**src/rtl/core/assert_macros.svh**
```systemverilog
// ----------------------------------------------------------------------------
// Assertion macros
// Shared concurrent assertion wrappers for the RTL in this folder.
// ----------------------------------------------------------------------------
`ifndef ASSERT_MACROS_SVH
`define ASSERT_MACROS_SVH

// Checked at every rising edge of clk, quiet while reset is held.
`define ASSERT_CLK(lbl, prop, msg) \
  lbl: assert property (@(posedge clk) disable iff (!rst_n) (prop)) else $error(msg);

// Checked at every rising edge of clk, reset cycles included.
`define ASSERT_ALWAYS(lbl, prop, msg) \
  lbl: assert property (@(posedge clk) (prop)) else $error(msg);

`endif

```
**src/rtl/core/u8dc_pkg.sv**
```systemverilog
// ----------------------------------------------------------------------------
// u8dc_pkg
// Types and constants shared by the UTF-8 literal decoder and classifier.
// ----------------------------------------------------------------------------
package u8dc_pkg;

  localparam int unsigned CpW = 21;

  // Result error codes.
  typedef enum logic [2:0] {
    ERR_NONE      = 3'd0,
    ERR_BAD_LEAD  = 3'd1,
    ERR_BAD_CONT  = 3'd2,
    ERR_OVERLONG  = 3'd3,
    ERR_RANGE     = 3'd4,
    ERR_SURROGATE = 3'd5,
    ERR_TRUNCATED = 3'd6
  } err_code_t;

  // Running width class of a literal.
  typedef enum logic [1:0] {
    CLS_8  = 2'd0,
    CLS_16 = 2'd1,
    CLS_32 = 2'd2
  } width_cls_t;

  localparam logic [CpW-1:0] CpMax      = 21'h10FFFF;
  localparam logic [CpW-1:0] SurrLo     = 21'h00D800;
  localparam logic [CpW-1:0] SurrHi     = 21'h00DFFF;
  localparam logic [CpW-1:0] Cls8Max    = 21'h0000FF;
  localparam logic [CpW-1:0] Cls16Max   = 21'h00FFFF;

  // Decoder state carried from byte to byte.
  typedef struct packed {
    logic [CpW-1:0] cp_accum;
    logic [1:0]     bytes_left;
    logic [1:0]     seq_length;
    logic           bad_cont;
    logic           skipping;
    width_cls_t     max_class;
  } dec_state_t;

  // One decoded result beat.
  typedef struct packed {
    logic           valid;
    logic [CpW-1:0] code_point;
    err_code_t      error_code;
    width_cls_t     width_class;
    logic           string_end;
  } dec_result_t;

  // Smallest code point that a sequence of the given length (minus one) may carry.
  function automatic logic [CpW-1:0] min_cp(input logic [1:0] seq);
    logic [CpW-1:0] v;
    unique case (seq)
      2'd0:    v = 21'h000000;
      2'd1:    v = 21'h000080;
      2'd2:    v = 21'h000800;
      default: v = 21'h010000;
    endcase
    return v;
  endfunction

endpackage

```
**src/rtl/core/u8dc_in_stage.sv**
```systemverilog
// ----------------------------------------------------------------------------
// u8dc_in_stage
// Input register: captures one byte beat and holds it until the decode
// stage consumes it.
// ----------------------------------------------------------------------------
module u8dc_in_stage (
  input  logic       clk,
  input  logic       rst_n,
  input  logic       in_tvalid,
  output logic       in_tready,
  input  logic [7:0] in_tdata,
  input  logic       in_tlast,
  input  logic       take,
  output logic       s1_valid,
  output logic [7:0] s1_byte,
  output logic       s1_last
);

  logic       valid_r;
  logic       valid_nxt;
  logic [7:0] byte_r;
  logic       last_r;

  // The register is free when empty or when its beat moves on this cycle.
  assign in_tready = !valid_r || take;

  always_comb begin
    valid_nxt = valid_r;
    if (in_tready) begin
      valid_nxt = in_tvalid;
    end
  end

  always_ff @(posedge clk) begin
    if (!rst_n) begin
      valid_r <= 1'b0;
    end else begin
      valid_r <= valid_nxt;
    end
  end

  // Payload loads on every accepted beat.
  always_ff @(posedge clk) begin
    if (in_tvalid && in_tready) begin
      byte_r <= in_tdata;
      last_r <= in_tlast;
    end
  end

  assign s1_valid = valid_r;
  assign s1_byte  = byte_r;
  assign s1_last  = last_r;

endmodule

```
**src/rtl/core/u8dc_step.sv**
```systemverilog
// ----------------------------------------------------------------------------
// u8dc_step
// Per-byte decode: from the current state and one byte, forms the next
// state and at most one result.
// ----------------------------------------------------------------------------
module u8dc_step (
  input  u8dc_pkg::dec_state_t  st,
  input  logic [7:0]            data_byte,
  input  logic                  last_byte,
  output u8dc_pkg::dec_state_t  st_nxt,
  output u8dc_pkg::dec_result_t res
);
  import u8dc_pkg::*;

  logic [CpW-1:0] cp_cont;
  logic [1:0]     left_cont;
  logic           bad_cont;
  width_cls_t     cls_b;
  width_cls_t     cls_c;
  width_cls_t     max_b;
  width_cls_t     max_c;
  dec_state_t     cleared;

  // Shift in six payload bits of a continuation byte.
  assign cp_cont   = {st.cp_accum[CpW-7:0], data_byte[5:0]};
  assign left_cont = st.bytes_left - 2'd1;
  assign bad_cont  = st.bad_cont || (data_byte[7:6] != 2'b10);

  // Width class of a single-byte character and of an assembled one.
  assign cls_b = CLS_8;
  always_comb begin
    priority if (cp_cont <= Cls8Max) begin
      cls_c = CLS_8;
    end else if (cp_cont <= Cls16Max) begin
      cls_c = CLS_16;
    end else begin
      cls_c = CLS_32;
    end
  end
  assign max_b = (cls_b > st.max_class) ? cls_b : st.max_class;
  assign max_c = (cls_c > st.max_class) ? cls_c : st.max_class;

  always_comb begin
    cleared = '0;
    cleared.max_class = CLS_8;
  end

  always_comb begin
    st_nxt           = st;
    res              = '0;
    res.error_code   = ERR_NONE;
    res.width_class  = st.max_class;
    res.string_end   = 1'b1;

    priority if (st.skipping) begin
      // Drop bytes until the end of the literal.
      if (last_byte) begin
        st_nxt = cleared;
      end
    end else if (st.bytes_left == 2'd0) begin
      // Lead byte.
      priority if (data_byte[7] == 1'b0) begin
        res.valid       = 1'b1;
        res.code_point  = {{(CpW-8){1'b0}}, data_byte};
        res.width_class = max_b;
        res.string_end  = last_byte;
        st_nxt          = cleared;
        if (!last_byte) begin
          st_nxt.max_class = max_b;
        end
      end else if (data_byte[7:5] == 3'b110) begin
        st_nxt.cp_accum   = {{(CpW-5){1'b0}}, data_byte[4:0]};
        st_nxt.seq_length = 2'd1;
        st_nxt.bytes_left = 2'd1;
        st_nxt.bad_cont   = 1'b0;
      end else if (data_byte[7:4] == 4'b1110) begin
        st_nxt.cp_accum   = {{(CpW-4){1'b0}}, data_byte[3:0]};
        st_nxt.seq_length = 2'd2;
        st_nxt.bytes_left = 2'd2;
        st_nxt.bad_cont   = 1'b0;
      end else if (data_byte[7:3] == 5'b11110) begin
        st_nxt.cp_accum   = {{(CpW-3){1'b0}}, data_byte[2:0]};
        st_nxt.seq_length = 2'd3;
        st_nxt.bytes_left = 2'd3;
        st_nxt.bad_cont   = 1'b0;
      end else begin
        res.valid      = 1'b1;
        res.error_code = ERR_BAD_LEAD;
      end
      // A multi-byte lead on the final byte is a truncated sequence.
      if (!res.valid && last_byte) begin
        res.valid      = 1'b1;
        res.error_code = ERR_TRUNCATED;
      end
      if (res.valid && res.error_code != ERR_NONE) begin
        st_nxt          = cleared;
        st_nxt.skipping = !last_byte;
      end
    end else begin
      // Continuation byte.
      st_nxt.cp_accum   = cp_cont;
      st_nxt.bytes_left = left_cont;
      st_nxt.bad_cont   = bad_cont;
      if (left_cont != 2'd0) begin
        if (last_byte) begin
          res.valid      = 1'b1;
          res.error_code = ERR_TRUNCATED;
        end
      end else begin
        res.valid = 1'b1;
        priority if (bad_cont) begin
          res.error_code = ERR_BAD_CONT;
        end else if (cp_cont < min_cp(st.seq_length)) begin
          res.error_code = ERR_OVERLONG;
        end else if (cp_cont > CpMax) begin
          res.error_code = ERR_RANGE;
        end else if (cp_cont >= SurrLo && cp_cont <= SurrHi) begin
          res.error_code = ERR_SURROGATE;
        end else begin
          res.error_code = ERR_NONE;
        end
      end
      if (res.valid) begin
        if (res.error_code != ERR_NONE) begin
          st_nxt          = cleared;
          st_nxt.skipping = !last_byte;
        end else begin
          res.code_point  = cp_cont;
          res.width_class = max_c;
          res.string_end  = last_byte;
          st_nxt          = cleared;
          if (!last_byte) begin
            st_nxt.max_class = max_c;
          end
        end
      end
    end
  end

endmodule

```
**src/rtl/core/utf8_string_decode_classify_top.sv**
```systemverilog
// ----------------------------------------------------------------------------
// utf8_string_decode_classify_top
// UTF-8 string literal decoder with error checks and a running width class.
// ----------------------------------------------------------------------------
// The block takes one byte beat per clock and, with the sink ready, keeps
// that rate indefinitely. A byte sits in the input register while the decode
// logic forms the next sequence state and its result in the same cycle, and
// the result is loaded into the result register once that register is free.
// The result beat is then presented from the result register and is taken
// while out_tready is high. The decode step forms the next state from each
// held byte combinationally, which is what sets the one byte per clock rate;
// a stalled result holds the input register, and out_tready reaches in_tready
// through logic only. Bytes that only open or continue a sequence, or that
// fall in the skipped tail after an error, give no result beat.
module utf8_string_decode_classify_top (
  input  logic        clk,
  input  logic        rst_n,
  input  logic        in_tvalid,
  output logic        in_tready,
  input  logic [7:0]  in_tdata,   // [7:0] data_byte
  input  logic        in_tlast,   // last_byte
  output logic        out_tvalid,
  input  logic        out_tready,
  output logic [23:0] out_tdata,  // [20:0] code_point, [23:21] zero
  output logic [4:0]  out_tuser,  // [2:0] error_code, [4:3] width_class
  output logic        out_tlast   // string_end
);
  import u8dc_pkg::*;

  `include "assert_macros.svh"

  logic        s1_valid;
  logic [7:0]  s1_byte;
  logic        s1_last;
  logic        take;
  dec_state_t  st_r;
  dec_state_t  st_nxt;
  dec_result_t res;
  logic        out_valid_r;
  logic        out_valid_nxt;
  dec_result_t out_r;

  // The held byte moves on when the result register can take its beat.
  assign take = s1_valid && (!out_valid_r || out_tready);

  u8dc_in_stage u_in (
    .clk       (clk),
    .rst_n     (rst_n),
    .in_tvalid (in_tvalid),
    .in_tready (in_tready),
    .in_tdata  (in_tdata),
    .in_tlast  (in_tlast),
    .take      (take),
    .s1_valid  (s1_valid),
    .s1_byte   (s1_byte),
    .s1_last   (s1_last)
  );

  u8dc_step u_step (
    .st        (st_r),
    .data_byte (s1_byte),
    .last_byte (s1_last),
    .st_nxt    (st_nxt),
    .res       (res)
  );

  // Decoder state; all zero is the start of a literal in the eight-bit class.
  always_ff @(posedge clk) begin
    if (!rst_n) begin
      st_r <= '0;
    end else if (take) begin
      st_r <= st_nxt;
    end
  end

  // Result register valid.
  always_comb begin
    out_valid_nxt = out_valid_r;
    if (take) begin
      out_valid_nxt = res.valid;
    end else if (out_tready) begin
      out_valid_nxt = 1'b0;
    end
  end

  always_ff @(posedge clk) begin
    if (!rst_n) begin
      out_valid_r <= 1'b0;
    end else begin
      out_valid_r <= out_valid_nxt;
    end
  end

  // Result payload.
  always_ff @(posedge clk) begin
    if (take && res.valid) begin
      out_r <= res;
    end
  end

  assign out_tvalid = out_valid_r;
  assign out_tdata  = {3'b000, out_r.code_point};
  assign out_tuser  = {out_r.width_class, out_r.error_code};
  assign out_tlast  = out_r.string_end;

  // An error beat carries no code point and always closes the literal.
  `ASSERT_CLK(a_err_beat, out_valid_r && out_r.error_code != ERR_NONE |-> out_r.code_point == '0 && out_r.string_end, "error beat with code point or open literal")

  // While skipping, the sequence state and class are already cleared.
  `ASSERT_CLK(a_skip_clear, st_r.skipping |-> st_r.bytes_left == 2'd0 && st_r.cp_accum == '0 && st_r.max_class == CLS_8, "skip state not cleared")

  // Bytes still expected never exceed the sequence length.
  `ASSERT_CLK(a_left_le_len, st_r.bytes_left <= st_r.seq_length, "bytes_left above seq_length")

  // A supplementary-plane character forces the widest class.
  `ASSERT_CLK(a_wide_class, out_valid_r && out_r.error_code == ERR_NONE && out_r.code_point > Cls16Max |-> out_r.width_class == CLS_32, "width class below code point")

endmodule

```
**config.mk**
```make
export PLATFORM = sky130hd
export DESIGN_NAME = utf8_string_decode_classify_top
export DESIGN_NICKNAME = d
export VERILOG_FILES = /design/src/rtl/core/u8dc_pkg.sv /design/src/rtl/core/u8dc_in_stage.sv /design/src/rtl/core/u8dc_step.sv /design/src/rtl/core/utf8_string_decode_classify_top.sv
export VERILOG_INCLUDE_DIRS = /design/src /design/src/rtl/core
export SDC_FILE = /design/constraint.sdc
export NUM_CORES = 1
export LEC_CHECK = 0
export ABC_CLOCK_PERIOD_IN_PS = 6300
export BUFFER_PORTS_ARGS = -buffer_cell sky130_fd_sc_hd__buf_2
export CAP_MARGIN = 0
export CELL_PAD_IN_SITES_DETAIL_PLACEMENT = 0
export CELL_PAD_IN_SITES_GLOBAL_PLACEMENT = 1
export CORE_MARGIN = 3
export CORE_UTILIZATION = 47
export DETAILED_ROUTE_END_ITERATION = 10
export PLACE_DENSITY = 0.95
export SLEW_MARGIN = 20
export SYNTH_ARGS = -nofsm -noshare
export SYNTH_HDL_FRONTEND = slang
export SYNTH_SLANG_ARGS = --single-unit
```
**constraint.sdc**
```tcl
create_clock -name clk -period 6.3 [get_ports clk]
set_clock_uncertainty 0.15 [all_clocks]
set_input_delay 0.63 -clock clk [delete_from_list [all_inputs] [get_ports clk]]
set_output_delay 0.63 -clock clk [all_outputs]
set_load 0.01 [all_outputs]
```
Yosys cells after proc, flatten, opt, wreduce, memory -nomap -nowiden
Cells that the tools add are included.
Word-level totals
  register bits: 61
  input port bits: 13
  output and inout bits: 32
  word-level logic and storage cells: 115
Operators by class
  add/subtract/negate cells: 1
  magnitude comparators: 8
  equality and inequality tests: 9
  multiplexer cells: 60
  reduce and logical (&&, ||, !) cells: 23
Operators with widths (count)
  $mux 21: 6
  $mux 23: 5
  $mux 20: 4
  $mux 28: 2
  $mux 3: 18
  $pmux 17 s3: 1
  $le 21x16->1 const B: 2
  $ge 21x16->1 const B: 1
  $gt 21x21->1 const B: 1
  $le 21x8->1 const B: 1
  $lt 21x21->1: 1
  $mux 1: 16
  $mux 2: 7
  $reduce_bool 3->1: 3
  $reduce_and 4->1: 2
  $mux 7: 1
  $ne 7x7->1 const B: 1
  $logic_and 1x1->1: 6
  $eq 5x5->1 const B: 1
  $eq 4x4->1 const B: 1
  $logic_not 1->1: 4
  $logic_not 2->1: 2
  $ne 4x4->1 const B: 1
  $reduce_bool 2->1: 2
  10 further kinds: 12

Depth between registers and ports, before layout
  word-level depth: 18
  gate-level depth with buffers: 9
  depth with buffers taken out: 9

Hierarchy
Synthesis repeated with hierarchy kept, for this count alone.
Unflattened totals
  cell total of the unflattened synthesis: 337
  area total of the unflattened synthesis: 3448.3 µm²
Modules (own cells, without submodules)
  utf8_string_decode_classify_top: times used 1, cells each 164, area each 2090.8 µm², seq. area each 1411.4 µm²
  u8dc_step: times used 1, cells each 159, area each 1029.7 µm², seq. area each 0.0 µm²
  u8dc_in_stage: times used 1, cells each 14, area each 327.8 µm², seq. area each 290.3 µm²

Worst setup path after synthesis
OpenSTA, ideal clock, no wires.
  path kind: reg-to-reg
  start: reg st_r[6] (netlist bit)
  end: reg out_r, in the netlist out_tdata[0] (enable)
  library setup time: 0.411 ns
  data arrival time: 2.373 ns
  required time: 5.739 ns
  setup slack: 3.366 ns
  stages on the path, launching flop included: 8
  path buffers: 1
  clock period less this slack: 2.934 ns
  cell sequence: dfxtp_1 > inv_1 > ha_1 > clkbuf_1 > and3_1 > a21oi_1 > nor2_1 > nor2_1
On the way
  word-level cells in the longest chain between the ends: 8
  elaborated cells between the ends (all ways): 9
  classes of those cells: add/sub (1); mux (5); reduce/logical (3)
RTL lines
  start: declaration: line utf8_string_decode_classify_top.sv:36  | dec_state_t st_r;
  start signal: assignment: line utf8_string_decode_classify_top.sv:72  | st_r <= st_nxt;
  $sub 2x1->2: line u8dc_step.sv:26  | assign left_cont = st.bytes_left - 2'd1;
  $reduce_bool 2->1: line u8dc_step.sv:104  | if (left_cont != 2'd0) begin
  $mux 1: line u8dc_step.sv:104
  $mux 1: line u8dc_step.sv:60  | end else if (st.bytes_left == 2'd0) begin
  $mux 1: line u8dc_step.sv:55  | priority if (st.skipping) begin
  $mux 28 (*): line u8dc_step.sv:60
  $mux 28 (*): line u8dc_step.sv:55
  $logic_and 1x1->1 (*): line utf8_string_decode_classify_top.sv:96  | if (take && res.valid) begin
  end signal: assignment: line utf8_string_decode_classify_top.sv:97  | out_r <= res;
  end: declaration: line utf8_string_decode_classify_top.sv:41  | dec_result_t out_r;
Every way passes the cells marked *; elsewhere a longest branch is shown, timed or not. The select of a mux whose other input is x is not followed.
A chain may end at the register's enable or synchronous reset.

==> results.ini <==
[run_status]
status=complete, no violations

[routing]
wl_per_cell_um=15.1
first_pass_iters=5
vias_per_cell=5.50
drcViolationCount=0
drt_iter0_markers=143
routed_wirelength_um=5790
antenna_left=0
vias=2108

[worst_setup_path]
cp_max_fo=4
r2r_cells=9
worst-path-buf-inv=2
crit_path_cell_trace=or4_4, nor2_1, o31a_1, inv_1, ha_1, inv_1, o22ai_1, mux2i_1, mux2i_1
critPathMaxStageDelay_ns=0.58
crit_family=simple AND/OR/NAND/NOR gates
cp_data_arrival_time_ns=2.54
critPathKind=flip-flop to flip-flop
cp.required_ns=6.23
endpoint_kind=flip-flop
slowest_stage=or4_4
worst-path-stages=9
critPathLaunchType=flip-flop

[synth]
synth_flop_cell=edfxtp_1
synth.avg_cell_area_um2=10.5
ys_seq_area_frac=0.564
netlist_instances=267
yosys_warnings=0
yosysUniqueCellTypes=45
async_reset_ff_frac=0
syn_area_um2=2810
synth-seq-cells=61
synth-edff-count=36

[placed_design]
dp_hpwl_um=4110
gp_congestion=0.831
port_buffers=41
postPlaceCellArea_um2=3040

[timing]
rsz0062_at_grt=no
hold_violations=0
setup_viol=0
tightest_slew_ns=0.732
fin_crit_ns=2.61
hold_ws_ns=0.313
setup_tns_ns=0
slew_violations=0
fin_crit_sh=0.415
fmax_ghz=0.383
relSlewSlack=0.512

[final_layout]
final_common_cell=buf_2
final_util=0.570
final_nets=326
layout-drive-gt1-share=0.206
syn_to_final_growth_pct=14.7
final_cell_mix=buf_2, edfxtp_1, a21oi_1, nand2_1, dfxtp_1
diodes=0
final_area_um2=3220

[pwr]
sequentialPowerShare=0.536
p_leak_uw=0.00119
intPower_uw=640
power_uw=843
clkPwrFrac=0.377
ir_drop_mv=0.171
pwr-share-comb=0.087
switchingPower_uw=203
pwr_density_cell_nw_per_um2=262
sw_frac_of_total=0.241

[floorplanning]
io_pins=45
die_area_um2=6930
num_rows=27
dieHeight_um=83.3
initial_utilization=0.497
fp.dieW_um=83.3
core_area_um2=5640

[clock_tree]
post_cts_buffers=0
cts_buffers=9
holdBufCountCts=0
cts_max_level=3
clock_latency_ns=0.34
clock_path_buffers=2
cts_tree=done
cts_sinks=61
ctsResizeCount=0
cts.root.buffer_cell=clkbuf_8
path_clk_slew_ns=0.07

[min_path]
hp-class=input pin to flip-flop
min_delay_path_depth=1

[grt]
track_usage=0.174
grt_pass1_wl_um=9490
grt_use_met2=0.273
grt_busiest_layer=met2
grt_max_degree=28
grt.overflow.total=0
antenna_found_initial=0
use_met1=0.222
grtUsageMet3=0.0367
first_global_vias=1983

[job]
drv_cap=0

sequential cells by signal (all words and copies together), names as in the netlist:
name           cells
out_tuser          5
u_in.s1_valid      1
st_r              23
out_tlast          1
out_tdata         21
u_in.s1_byte       8
u_in.s1_last       1
out_tvalid         1
cell usage after synthesis, drive strengths merged (2+ instances only):
| cell | count | area [um^2] |
|---|---|---|
| a21oi | 32 | 164 |
| ha | 7 | 87.6 |
| and3 | 3 | 18.8 |
| o31a | 3 | 26.3 |
| nor2 | 15 | 56.3 |
| nor3 | 5 | 25.0 |
| nor4b | 2 | 32.5 |
| mux2i | 3 | 30.0 |
| nand3 | 14 | 70.1 |
| or3 | 3 | 18.8 |
| nand2b | 5 | 31.3 |
| a31oi | 3 | 25.0 |
| nand4 | 4 | 25.0 |
| nand2 | 25 | 93.8 |
| nand4b | 5 | 43.8 |
| o41ai | 3 | 33.8 |
| o21ai | 5 | 25.0 |
| buf | 5 | 45.0 |
| nor3b | 5 | 37.5 |
| and2 | 16 | 103 |
| dfxtp | 25 | 500 |
| clkbuf | 12 | 45.0 |
| edfxtp | 36 | 1080 |
| or4 | 3 | 26.3 |
| nor2b | 3 | 18.8 |
| inv | 13 | 48.8 |
worst paths after layout:
check	startpoint	to	slack [ns]
worst max-delay path	st_r[18]$_SDFFE_PN0P_	out_tuser[3]$_DFFE_PP_	3.69
worst min-delay path	in_tdata[4]	u_in.s1_byte[4]$_DFFE_PP_	0.31
worst min register to register	st_r[19]$_SDFFE_PN0P_	st_r[19]$_SDFFE_PN0P_	0.33
worst max register to register	st_r[18]$_SDFFE_PN0P_	out_tuser[3]$_DFFE_PP_	3.69
kinds of logic (layout without fill, tap and decap cells):
family / after synthesis / count (layout) / synth area share
muxes: 3 / 3 / 0.0107
AOI/OAI and AO/OA: 54 / 54 / 0.120
buffers and inverters: 30 / 72 / 0.0495
and+or+nand+nor: 111 / 111 / 0.224
DFF: 61 / 61 / 0.564
other: 1 / 3 / 0.00134
adders and majority gates: 7 / 7 / 0.0312
power by group through the flow:
stage	Clock [uW]	Sequential (uW)	Combinational, uW
3_3_place_gp	0	460	71.6
4_1_cts	323	452	73.5
2_1_floorplan	0	460	47.1
6_report	318	452	73.0
5_1_grt	341	454	81.0
3_5_place_dp	0	460	73.1
area by class of cell:
class	instances	area, um^2
sequential	61	1580
clock inverter	2	8.76
fill	487	2420
tap	72	90.1
multi-input combinational	178	1100
timing repair buffer	43	220
inverter	13	48.8
clock buffer	14	173
routing by layer:
metal  up-vias  share of wire
met1       980           0.43
met2        75           0.47
met3        11          0.068
met5         -              0
met4         0          0.026
li1       1042              -
metrics by stage:
step,std cells,setup slack [ns]
2_1_floorplan,269,3.37
3_3_place_gp,367,3.78
3_5_place_dp,367,3.69
4_1_cts,383,3.68
5_1_grt,383,3.51
6_report,383,3.69
Note: power is estimated with default switching activity, not from simulation.
